===== config.mk =====
export PLATFORM = sky130hd
export DESIGN_NAME = distinct_pixel_code_collector
export DESIGN_NICKNAME = d
export VERILOG_FILES = /design/src/dpcc_pkg.sv /design/src/dpcc_front.sv /design/src/dpcc_queue.sv /design/src/dpcc_back.sv /design/src/distinct_pixel_code_collector.sv
export SDC_FILE = /design/constraint.sdc
export NUM_CORES = 2
export LEC_CHECK = 0
export ABC_AREA = 0
export ABC_CLOCK_PERIOD_IN_PS = 9900
export BUFFER_PORTS_ARGS = -buffer_cell sky130_fd_sc_hd__buf_2
export CAP_MARGIN = 20
export CORE_UTILIZATION = 45
export DETAILED_ROUTE_END_ITERATION = 16
export PLACE_DENSITY_LB_ADDON = 0.05
export SKIP_LAST_GASP = 1
export SYNTH_ARGS = -nofsm -noshare
export SYNTH_HDL_FRONTEND = slang
export SYNTH_SLANG_ARGS = --single-unit

===== constraint.sdc =====
create_clock -name clk -period 9.9 [get_ports clk]
set_input_delay 1.98 -clock clk [delete_from_list [all_inputs] [get_ports clk]]
set_output_delay 1.98 -clock clk [all_outputs]
set_load 0.02 [all_outputs]

===== src/dpcc_pkg.sv =====
// Package for the distinct pixel code collector: shared widths, register
// indexes, the configuration bundle and the queue entry type.
// No dependencies.
package dpcc_pkg;

	localparam int CODE_W  = 24;
	localparam int COORD_W = 12;
	localparam int REG_W   = 13;
	localparam int MAXC_W  = 7;
	localparam int SLOT_W  = 6;
	localparam int CIDX_W  = 3;
	localparam int QDEPTH  = 4;
	localparam int QPTR_W  = 2;

	typedef enum logic [CIDX_W-1:0] {
		REG_RECT_X    = 3'd0,
		REG_RECT_Y    = 3'd1,
		REG_RECT_W    = 3'd2,
		REG_RECT_H    = 3'd3,
		REG_SURF_W    = 3'd4,
		REG_SURF_H    = 3'd5,
		REG_MAX_CODES = 3'd6
	} reg_idx_t;

	typedef struct packed {
		logic signed [REG_W-1:0] rect_x;
		logic signed [REG_W-1:0] rect_y;
		logic [REG_W-1:0]        rect_w;
		logic [REG_W-1:0]        rect_h;
		logic [REG_W-1:0]        surf_w;
		logic [REG_W-1:0]        surf_h;
		logic [MAXC_W-1:0]       max_codes;
	} cfg_t;

	typedef struct packed {
		logic [CODE_W-1:0] code;
		logic              cand;
		logic              last;
	} qitem_t;

	function automatic logic collect_enabled(cfg_t c);
		return (c.rect_w != '0) && (c.rect_h != '0) && (c.max_codes != '0);
	endfunction

endpackage


===== src/dpcc_front.sv =====
// Front end: accepts pixels, clips against the search rectangle and the
// surface, forms the code and pushes candidates and frame ends to the queue.
// Depends on dpcc_pkg.
module dpcc_front import dpcc_pkg::*; (
	input  cfg_t               cfg,
	input  logic               in_valid,
	output logic               in_ready,
	input  logic [COORD_W-1:0] pixel_x,
	input  logic [COORD_W-1:0] pixel_y,
	input  logic [7:0]         blue_byte,
	input  logic [7:0]         green_byte,
	input  logic [7:0]         red_byte,
	input  logic               frame_last,
	input  logic               q_full,
	output logic               push,
	output qitem_t             push_item
);

	logic signed [REG_W+1:0] px, py, rx, ry, x1, y1, sw, sh;
	logic [CODE_W-1:0]       code;
	logic                    in_rect;

	assign px = $signed({3'b000, pixel_x});
	assign py = $signed({3'b000, pixel_y});
	assign rx = {{2{cfg.rect_x[REG_W-1]}}, cfg.rect_x};
	assign ry = {{2{cfg.rect_y[REG_W-1]}}, cfg.rect_y};
	assign x1 = rx + $signed({2'b00, cfg.rect_w});
	assign y1 = ry + $signed({2'b00, cfg.rect_h});
	assign sw = $signed({2'b00, cfg.surf_w});
	assign sh = $signed({2'b00, cfg.surf_h});

	// pixel coordinates are never negative, so the left clip at zero is implied
	assign in_rect = (px >= rx) && (px < x1) && (px < sw) &&
	                 (py >= ry) && (py < y1) && (py < sh);

	assign code = {blue_byte, green_byte, red_byte};

	assign push_item.code = code;
	assign push_item.cand = collect_enabled(cfg) && (code != '0) && in_rect;
	assign push_item.last = frame_last;

	assign in_ready = !q_full;
	assign push     = in_valid && !q_full && (push_item.cand || frame_last);

endmodule


===== src/dpcc_queue.sv =====
// Short FIFO between the front end and the lookup unit.
// Depends on dpcc_pkg.
module dpcc_queue import dpcc_pkg::*; (
	input  logic   clk,
	input  logic   arst_n,
	input  logic   push,
	input  qitem_t push_item,
	output logic   full,
	input  logic   pop,
	output logic   empty,
	output qitem_t head
);

	qitem_t            mem_q [QDEPTH];
	logic [QPTR_W-1:0] wr_ptr_q, rd_ptr_q;
	logic [QPTR_W:0]   fill_q;

	assign full  = (fill_q == (QPTR_W+1)'(QDEPTH));
	assign empty = (fill_q == '0);
	assign head  = mem_q[rd_ptr_q];

	always_ff @(posedge clk) begin
		if (push) begin
			mem_q[wr_ptr_q] <= push_item;
		end
	end

	always_ff @(posedge clk or negedge arst_n) begin
		if (!arst_n) begin
			wr_ptr_q <= '0;
			rd_ptr_q <= '0;
			fill_q   <= '0;
		end else begin
			if (push) begin
				wr_ptr_q <= wr_ptr_q + 1'b1;
			end
			if (pop) begin
				rd_ptr_q <= rd_ptr_q + 1'b1;
			end
			case ({push, pop})
				2'b10:   fill_q <= fill_q + 1'b1;
				2'b01:   fill_q <= fill_q - 1'b1;
				default: fill_q <= fill_q;
			endcase
		end
	end

endmodule


===== src/dpcc_back.sv =====
// Lookup unit: compares a queued code against all held codes, appends new
// ones, tracks the count and drives the registered result channel.
// Depends on dpcc_pkg.
module dpcc_back import dpcc_pkg::*; #(
	parameter int MAX_CODES = 64
) (
	input  logic              clk,
	input  logic              arst_n,
	input  cfg_t              cfg,
	input  logic              empty,
	input  qitem_t            head,
	output logic              pop,
	output logic              out_valid,
	input  logic              out_ready,
	output logic              new_code_valid,
	output logic [CODE_W-1:0] code_value,
	output logic [SLOT_W-1:0] slot_index,
	output logic              frame_done,
	output logic [MAXC_W-1:0] code_count,
	output logic              store_full
);

	localparam int CNT_W = $clog2(MAX_CODES + 1);
	localparam int IDX_W = (MAX_CODES > 1) ? $clog2(MAX_CODES) : 1;
	localparam int CMP_W = (CNT_W > MAXC_W) ? CNT_W : MAXC_W;

	typedef enum logic [1:0] {
		S_IDLE   = 2'b01,
		S_DECIDE = 2'b10
	} state_t;

	state_t               state_q;
	logic [CODE_W-1:0]    store_q [MAX_CODES];
	logic [MAX_CODES-1:0] match_s1;
	qitem_t               item_s1;
	logic [CNT_W-1:0]     count_q, count_nxt;
	logic [CMP_W-1:0]     limit, count_ext;
	logic [CNT_W+SLOT_W-1:0] slot_ext;
	logic [CNT_W+MAXC_W-1:0] cnt_ext;
	logic                 enabled, room, seen, added, emit, commit;

	logic                 out_valid_q, new_code_valid_q, frame_done_q, store_full_q;
	logic [CODE_W-1:0]    code_value_q;
	logic [SLOT_W-1:0]    slot_index_q;
	logic [MAXC_W-1:0]    code_count_q;

	assign pop = (state_q == S_IDLE) && !empty;

	always_ff @(posedge clk) begin
		if (pop) begin
			item_s1 <= head;
			for (int j = 0; j < MAX_CODES; j++) begin
				match_s1[j] <= (store_q[j] == head.code) && (CNT_W'(j) < count_q);
			end
		end
	end

	always_comb begin
		enabled   = collect_enabled(cfg);
		limit     = (CMP_W'(cfg.max_codes) < CMP_W'(MAX_CODES)) ?
		            CMP_W'(cfg.max_codes) : CMP_W'(MAX_CODES);
		count_ext = CMP_W'(count_q);
		room      = count_ext < limit;
		seen      = |match_s1;
		added     = item_s1.cand && room && !seen;
		count_nxt = count_q + CNT_W'(added);
		emit      = added || item_s1.last;
		commit    = (state_q == S_DECIDE) && (!emit || !out_valid_q || out_ready);
		slot_ext  = {{SLOT_W{1'b0}}, count_q};
		cnt_ext   = {{MAXC_W{1'b0}}, count_nxt};
	end

	always_ff @(posedge clk) begin
		if (commit && added) begin
			store_q[count_q[IDX_W-1:0]] <= item_s1.code;
		end
	end

	always_ff @(posedge clk or negedge arst_n) begin
		if (!arst_n) begin
			state_q     <= S_IDLE;
			count_q     <= '0;
			out_valid_q <= 1'b0;
		end else begin
			unique case (state_q)
				S_IDLE: begin
					if (pop) begin
						state_q <= S_DECIDE;
					end
				end
				S_DECIDE: begin
					if (commit) begin
						state_q <= S_IDLE;
					end
				end
				default: state_q <= S_IDLE;
			endcase
			if (commit) begin
				count_q <= item_s1.last ? '0 : count_nxt;
			end
			if (commit && emit) begin
				out_valid_q <= 1'b1;
			end else if (out_ready) begin
				out_valid_q <= 1'b0;
			end
		end
	end

	always_ff @(posedge clk) begin
		if (commit && emit) begin
			new_code_valid_q <= added;
			code_value_q     <= added ? item_s1.code : '0;
			slot_index_q     <= added ? slot_ext[SLOT_W-1:0] : '0;
			frame_done_q     <= item_s1.last;
			code_count_q     <= enabled ? cnt_ext[MAXC_W-1:0] : '0;
			store_full_q     <= enabled && (CMP_W'(count_nxt) >= limit);
		end
	end

	assign out_valid      = out_valid_q;
	assign new_code_valid = new_code_valid_q;
	assign code_value     = code_value_q;
	assign slot_index     = slot_index_q;
	assign frame_done     = frame_done_q;
	assign code_count     = code_count_q;
	assign store_full     = store_full_q;

endmodule


===== src/distinct_pixel_code_collector.sv =====
// Top level of the distinct pixel code collector: configuration registers,
// front end, queue and lookup unit. Depends on dpcc_pkg, dpcc_front,
// dpcc_queue and dpcc_back.
//
// A pixel outside the clipped rectangle, with a zero code, or arriving while
// collection is disabled is dropped by the front end in its accept cycle, one
// pixel per cycle while the queue is not full. A pixel that may add a code,
// and every frame's last pixel, goes through a four-entry queue to the lookup
// unit, which first compares it against all held codes in parallel, then
// commits the new code and loads the result register. This compare-then-commit
// loop takes no new pixel from the queue until the last one is committed; the
// queue absorbs short bursts. The result register frees the input side from
// output stalls until the queue fills. The code store needs no clearing after
// reset or at a frame end: only slots below the held count are ever compared.
module distinct_pixel_code_collector import dpcc_pkg::*; #(
	parameter int MAX_CODES = 64
) (
	input  logic               clk,
	input  logic               arst_n,
	input  logic               cfg_valid,
	output logic               cfg_ready,
	input  logic [CIDX_W-1:0]  cfg_index,
	input  logic [REG_W-1:0]   cfg_data,
	input  logic               in_valid,
	output logic               in_ready,
	input  logic [COORD_W-1:0] pixel_x,
	input  logic [COORD_W-1:0] pixel_y,
	input  logic [7:0]         blue_byte,
	input  logic [7:0]         green_byte,
	input  logic [7:0]         red_byte,
	input  logic               frame_last,
	output logic               out_valid,
	input  logic               out_ready,
	output logic               new_code_valid,
	output logic [CODE_W-1:0]  code_value,
	output logic [SLOT_W-1:0]  slot_index,
	output logic               frame_done,
	output logic [MAXC_W-1:0]  code_count,
	output logic               store_full
);

	cfg_t   cfg_q;
	logic   push, q_full, q_empty, pop;
	qitem_t push_item, head;

	assign cfg_ready = 1'b1;

	always_ff @(posedge clk or negedge arst_n) begin
		if (!arst_n) begin
			cfg_q.rect_x    <= '0;
			cfg_q.rect_y    <= '0;
			cfg_q.rect_w    <= '0;
			cfg_q.rect_h    <= '0;
			cfg_q.surf_w    <= 13'd4096;
			cfg_q.surf_h    <= 13'd4096;
			cfg_q.max_codes <= 7'd64;
		end else if (cfg_valid) begin
			unique case (cfg_index)
				REG_RECT_X:    cfg_q.rect_x    <= $signed(cfg_data);
				REG_RECT_Y:    cfg_q.rect_y    <= $signed(cfg_data);
				REG_RECT_W:    cfg_q.rect_w    <= cfg_data;
				REG_RECT_H:    cfg_q.rect_h    <= cfg_data;
				REG_SURF_W:    cfg_q.surf_w    <= cfg_data;
				REG_SURF_H:    cfg_q.surf_h    <= cfg_data;
				REG_MAX_CODES: cfg_q.max_codes <= cfg_data[MAXC_W-1:0];
				default: ;
			endcase
		end
	end

	dpcc_front u_front (
		.cfg        (cfg_q),
		.in_valid   (in_valid),
		.in_ready   (in_ready),
		.pixel_x    (pixel_x),
		.pixel_y    (pixel_y),
		.blue_byte  (blue_byte),
		.green_byte (green_byte),
		.red_byte   (red_byte),
		.frame_last (frame_last),
		.q_full     (q_full),
		.push       (push),
		.push_item  (push_item)
	);

	dpcc_queue u_queue (
		.clk       (clk),
		.arst_n    (arst_n),
		.push      (push),
		.push_item (push_item),
		.full      (q_full),
		.pop       (pop),
		.empty     (q_empty),
		.head      (head)
	);

	dpcc_back #(
		.MAX_CODES (MAX_CODES)
	) u_back (
		.clk            (clk),
		.arst_n         (arst_n),
		.cfg            (cfg_q),
		.empty          (q_empty),
		.head           (head),
		.pop            (pop),
		.out_valid      (out_valid),
		.out_ready      (out_ready),
		.new_code_valid (new_code_valid),
		.code_value     (code_value),
		.slot_index     (slot_index),
		.frame_done     (frame_done),
		.code_count     (code_count),
		.store_full     (store_full)
	);

	a_result_has_cause: assert property (@(posedge clk) disable iff (!arst_n)
		out_valid |-> (new_code_valid || frame_done))
		else $error("result with neither a new code nor a frame end");

	a_new_code_nonzero: assert property (@(posedge clk) disable iff (!arst_n)
		(out_valid && new_code_valid) |-> (code_value != '0))
		else $error("zero code reported as new");

	a_no_code_no_payload: assert property (@(posedge clk) disable iff (!arst_n)
		(out_valid && !new_code_valid) |-> (code_value == '0 && slot_index == '0))
		else $error("code payload without a new code");

	a_pop_has_data: assert property (@(posedge clk) disable iff (!arst_n)
		pop |-> !q_empty)
		else $error("lookup took an entry from an empty queue");

endmodule

# After elaboration in Yosys (flattened, before gate mapping)
# Memory sizes are Yosys's and may differ from the RTL's.
# Index checks and enable logic that the tools add are counted.
# totals
register_bits	232
mem_bits_rw	1640
out_inout_bits	43
elab_cells	302
n_memories	2
# mem_list
memory	words	word_bits	rd	rd_clocked_by_memory_dff	wr	line	text
u_back.store_q	64	24	64	0	1	dpcc_back.sv:33	logic [CODE_W-1:0] store_q [MAX_CODES];
u_queue.mem_q	4	26	1	0	1	dpcc_queue.sv:14	qitem_t mem_q [QDEPTH];
# classes
add_sub_neg	7
n_lt_le_gt_ge	73
eq_ne	77
n_mux	12
n_reduce_logical	108
# op_table
operator	n
$eq A24 B24 Y1	64
$lt A6 B7 Y1 const A	32
$lt A5 B7 Y1 const A	16
$logic_and A1 B1 Y1	82
$reduce_or A64 Y1	1
$lt A4 B7 Y1 const A	8
$add A13 B14 Y15	2
$lt A13 B15 Y1	2
$lt A3 B7 Y1 const A	4
$ge A13 B13 Y1	2
$lt A12 B13 Y1	2
$reduce_bool A13 Y1	2
$reduce_bool A24 Y1	1
$reduce_and A2 Y1	8
$lt A1 B7 Y1 const A	2
$lt A2 B7 Y1 const A	2
$mux W7	2
$eq A3 B3 Y1 const B	4
$add A7 B1 Y7	1
$ge A7 B7 Y1	1
$lt A7 B7 Y1	1
$lt A7 B7 Y1 const B	1
$reduce_bool A7 Y1	1
$eq A3 B2 Y1 const B	2
16 further kinds	34

# Depth between registers and ports, before layout
# logic_depth
ltp_word	13
ltp_mapped	23
depth_no_buf	23

# Cells and area by module
# From an unflattened synthesis, not the netlist that was laid out.
# hier_totals
hier_cells	5091
hier_area_um2	80549.8
# by_module_without_submodules
module	n_inst	cells_each	area_each_um2	seq_area_each_um2
dpcc_back	1	4306	69903.3	50279.5
dpcc_queue	1	173	4199.0	3298.2
distinct_pixel_code_collector	1	185	3238.1	2130.8
dpcc_front	1	427	3209.3	0.0

# Worst setup path before layout
# OpenSTA, ideal clock, no wires.
# synth_path
path_kind	input-to-reg
startpoint	input out_ready
endpoint	memory u_back.store_q[5][0], enable pin
setup_time_ns	0.440
arrival_time_ns	4.663
required_ns	9.460
path_slack_ns	4.797
stages	5
n_path_buf	1
cell_sequence	nand2b_1 > nand2b_1 > or4_1 > clkbuf_1 > nor3b_1
# synth_between
elab_chain_cells	5
# synth_lines
element	line	text
from (decl)	distinct_pixel_code_collector.sv:33	input logic out_ready,
$logic_or A1 B1 Y1	dpcc_back.sv:68	commit = (state_q == S_DECIDE) && (!emit || !out_valid_q || out_ready);
$logic_and A1 B1 Y1	dpcc_back.sv:68	
$logic_and A1 B1 Y1	dpcc_back.sv:74	if (commit && added) begin
$mux W1	dpcc_back.sv:74	
$mux W1 (implied by the code)	dpcc_back.sv:75	store_q[count_q[IDX_W-1:0]] <= item_s1.code;
to (decl)	dpcc_back.sv:33	
# No other way between the ends.

# Worst setup path after layout
# layout_path
startpoint	register u_back.count_q[5], in the netlist u_back.count_ext[5]
endpoint	register u_back.store_full_q, in the netlist u_back.store_full (data pin)
# layout_between
elab_chain_cells	6
# layout_lines
element	line	text
from (decl)	dpcc_back.sv:36	logic [CNT_W-1:0] count_q, count_nxt;
from (signal assigned)	dpcc_back.sv:99	count_q <= item_s1.last ? '0 : count_nxt;
$lt A7 B7 Y1	dpcc_back.sv:63	room = count_ext < limit;
$logic_and A1 B1 Y1 (2 in a row)	dpcc_back.sv:65	added = item_s1.cand && room && !seen;
$add A7 B1 Y7	dpcc_back.sv:66	count_nxt = count_q + CNT_W'(added);
named net u_back.count_nxt[2]	dpcc_back.sv:36	
$ge A7 B7 Y1	dpcc_back.sv:116	store_full_q <= enabled && (CMP_W'(count_nxt) >= limit);
$logic_and A1 B1 Y1	dpcc_back.sv:116	
to (signal assigned)	dpcc_back.sv:116	
to (decl)	dpcc_back.sv:42	logic out_valid_q, new_code_valid_q, frame_done_q, store_full_q;
# The timed path passes the listed nets, and every way through them passes these cells.
# A chain may end at the register's enable or synchronous reset.

==> flow_metrics.env <==
export IMPL_status="completed"
export IMPL_busiest_layer="met2"
export IMPL_netlist_top_cells_count="edfxtp_1, xor2_1, xnor2_1"
export IMPL_max_freq_mhz=175.1
export IMPL_synth_area_sq_um=80440
export IMPL_firstDrtPassIters=5
export IMPL_grt_remaining_overflow=0
export IMPL_cap_violations=0
export IMPL_htreeDepth=4
export IMPL_drive_gt1_frac=0.1409
export IMPL_route_vias_total=45500
export IMPL_dp_cells=7534
export IMPL_area_delta_synth_final_pct=13.69
export IMPL_cts_hold_buf=0
export IMPL_critPathTopFamily="compound AO/OA/AOI/OAI gates"
export IMPL_pin_count=113
export IMPL_slowest_delay_ns=0.86
export IMPL_final_core_util=0.5171
export IMPL_cp_end_kind="flop"
export IMPL_synth_most_common_cell="edfxtp_1"
export IMPL_cp_required_ns=10.47
export IMPL_num_nets_final=5595
export IMPL_gr_usage_met3=0.04281
export IMPL_antenna_left=0
export IMPL_post_cts_buffers=0
export IMPL_viasPerCell=5.749
export IMPL_worstPathArrival_ns=6.28
export IMPL_die_area_sq_um=180500
export IMPL_worstPathCellList="ha_1 > a211oi_1 > nand3_1 > or4_1 > a31oi_4 > buf_4 > ha_1 > ha_1 > xnor2_1 > inv_1 > ha_1 > a21o_1 > a21o_1 > a21o_1 > a21o_1 > a21oi_1 > nor2_1"
export IMPL_slew_headroom=0.1554
export IMPL_slowest_stage="dfrtp_1"
export IMPL_ys_seq_elements=1872
export IMPL_setup_viol_count_final=0
export IMPL_synth_edff_count=1770
export IMPL_cts_tree="yes"
export IMPL_grt_max_degree=68
export IMPL_timing_worst_setup_path_type="flop to flop"
export IMPL_die_h_um=424.8
export IMPL_slew_violations=0
export IMPL_portBuffers=111
export IMPL_drt_iter0_drc=5678
export IMPL_worstSkewPairLatency_ns=0.84
export IMPL_worst_pin_slew_ns=1.267
export IMPL_synth_cells=5100
export IMPL_min_period_ns=5.710
export IMPL_skew_ns=0.03391
export IMPL_grt_pass1_wl_um=356700
export IMPL_async_flop_share=0.05449
export IMPL_grt_antenna_before_repair=22
export IMPL_path_buf_inv=2
export IMPL_ys_flop_type="edfxtp_1"
export IMPL_synth_distinct_cells=72
export IMPL_synth_largest_area_cell="edfxtp_1"
export IMPL_grt_use_met1=0.4041
export IMPL_synth_area_per_cell_sq_um=15.77
export IMPL_clockBufferDepth=3
export IMPL_grt_pass1_vias=43980
export IMPL_place_hpwl_um=141000
export IMPL_p_leak_nw=30.58
export IMPL_crit_fanout=34
export IMPL_grt_setup_unrepaired="false"
export IMPL_use_met2=0.4668
export IMPL_hp_class="flop to flop"
export IMPL_crit_path_start_kind="flop"
export IMPL_cts_resized=0
export IMPL_cts_sinks=1872
export IMPL_cp_startpoint="u_back.count_ext[5]"
export IMPL_grtUsageTotal=0.2879
export IMPL_cts_clk_slew_worst_paths_ns=0.06
export IMPL_gp_congestion=0.8482
export IMPL_synth_area_top_cells="edfxtp_1, xor2_1, xnor2_1, dfrtp_1, nor4_1"
export IMPL_ys_seq_area_frac=0.6925
export IMPL_finalHoldViolCount=0
export IMPL_yosysWarnings=0
export IMPL_die_w_um=424.8
export IMPL_final_cells=7914
export IMPL_power_density_nw_per_um2=314.8
export IMPL_drt_wirelength_per_cell_um=32.90
export IMPL_hp_start="u_queue.fill_q[0]"
export IMPL_r2r_start="u_back.count_ext[5]"
export IMPL_drcViolationCount=0
export IMPL_peakVddDrop_mv=0.3085
export IMPL_initial_core_util=0.4548
export IMPL_syn_nets=5289
export IMPL_coreArea_sq_um=176900
export IMPL_cts_buffers=202
export IMPL_synth_top_area_frac=0.6607
export IMPL_cts_root_buf="clkbuf_16"
export IMPL_finalCritPeriodShare=0.5768
export IMPL_num_rows=154
export IMPL_routed_wl_um=260300
export IMPL_tns_ns=0
-- metrics by stage --
stage          hold slack (ns)  area, sq um  power, W  worst slack, ns
2_1_floorplan           0.4584        80440   0.01632            4.797
3_3_place_gp            0.4887        84910   0.02148            4.220
3_5_place_dp            0.4935        84960   0.02152            4.292
4_1_cts                 0.5064        91330   0.02888            4.299
5_1_grt                 0.5258        91450   0.02968            4.097
6_report                0.5024        91460   0.02880            4.190
-- cell families (layout without fill, tap and decap cells) --
family / count (synthesis) / in the layout / synth area share
AOI/OAI and AO/OA: 263 / 263 / 0.02157
DFF: 1872 / 1872 / 0.6925
xor gates and xnor gates: 1567 / 1567 / 0.1706
adders and majority gates: 119 / 119 / 0.01879
buffers and inverters: 297 / 769 / 0.01748
muxes: 78 / 78 / 0.01456
and+or+nand+nor: 903 / 903 / 0.06444
other: 1 / 3 / 0.00004662
-- layer usage --
layer,wire length [um],vias up
met1,110300,23630
li1,-,19470
met5,0,-
met3,19380,377
met2,123700,2016
met4,6997,0
-- sequential cells by signal, indices dropped and copies added (netlist names), 3 cells and up --
| register | cells |
|---|---|
| u_back.match_s1 | 64 |
| u_back.store_q | 1536 |
| u_back.slot_index | 6 |
| u_back.code_count | 7 |
| u_back.item_s1 | 26 |
| u_back.count_ext | 7 |
| cfg_q | 85 |
| u_queue.fill_q | 3 |
| u_back.code_value | 24 |
| u_queue.mem_q | 104 |
-- worst reg2reg max path: stages, from the launching register on --
cell	delay (ns)
dfrtp_1	0.86
ha_1	0.45
a211oi_1	0.58
nand3_1	0.23
or4_1	0.78
a31oi_4	0.32
buf_4	0.38
ha_1	0.26
ha_1	0.19
xnor2_1	0.17
inv_1	0.09
ha_1	0.28
a21o_1	0.17
a21o_1	0.18
a21o_1	0.17
a21o_1	0.17
a21oi_1	0.14
nor2_1	0.05
-- cells in the final DEF, fill, tap and decap left out, drive strengths merged, types with 14 or more instances in the layout --
master,synthesis,routed
o21ai,85,85
dfrtp,98,98
nor3,69,69
clkinv,0,91
nor4,308,308
buf,179,322
edfxtp,1770,1770
nor3b,26,26
clkbuf,41,256
and2,32,32
nand2,81,81
ha,116,116
a21o,30,30
a21oi,54,54
nor2,94,94
inv,77,80
bufinv,0,16
nand2b,14,14
mux4,26,26
a211oi,18,18
xnor2,519,519
nand3,78,78
nand4,164,164
xor2,1048,1048
mux2,52,52
-- layout make-up --
cell class / instances / area, sq um
multi-input cells: 2931 / 23780
fillers: 14720 / 85430
clock buffers: 256 / 5374
repair buffers: 322 / 2377
diodes: 2 / 5.005
well taps: 2340 / 2928
clock inverters: 114 / 992.2
flip-flops and latches: 1872 / 55710
inverters: 77 / 294.0
-- path summary, 6_finish.rpt --
| check | slack [ns] | cells past startpoint | to |
|---|---|---|---|
| setup reg to reg | 4.19 | 17 | u_back.store_full |
| max in group asynchronous | 7.48 | 2 | cfg_q[67] |
| hold reg to reg | 0.50 | 1 | u_queue.fill_q[0] |
| min in group asynchronous | 1.19 | 1 | cfg_q[82] |
| hold / removal | 0.50 | 1 | u_queue.fill_q[0] |
| setup / recovery | 4.19 | 17 | u_back.store_full |
-- report_power, final --
part	switching [W]	internal [W]
Sequential	0.000251	0.0101
Combinational	0.00824	0.00281
Clock	0.00313	0.00423
Note: power is estimated with default switching activity, not from simulation.
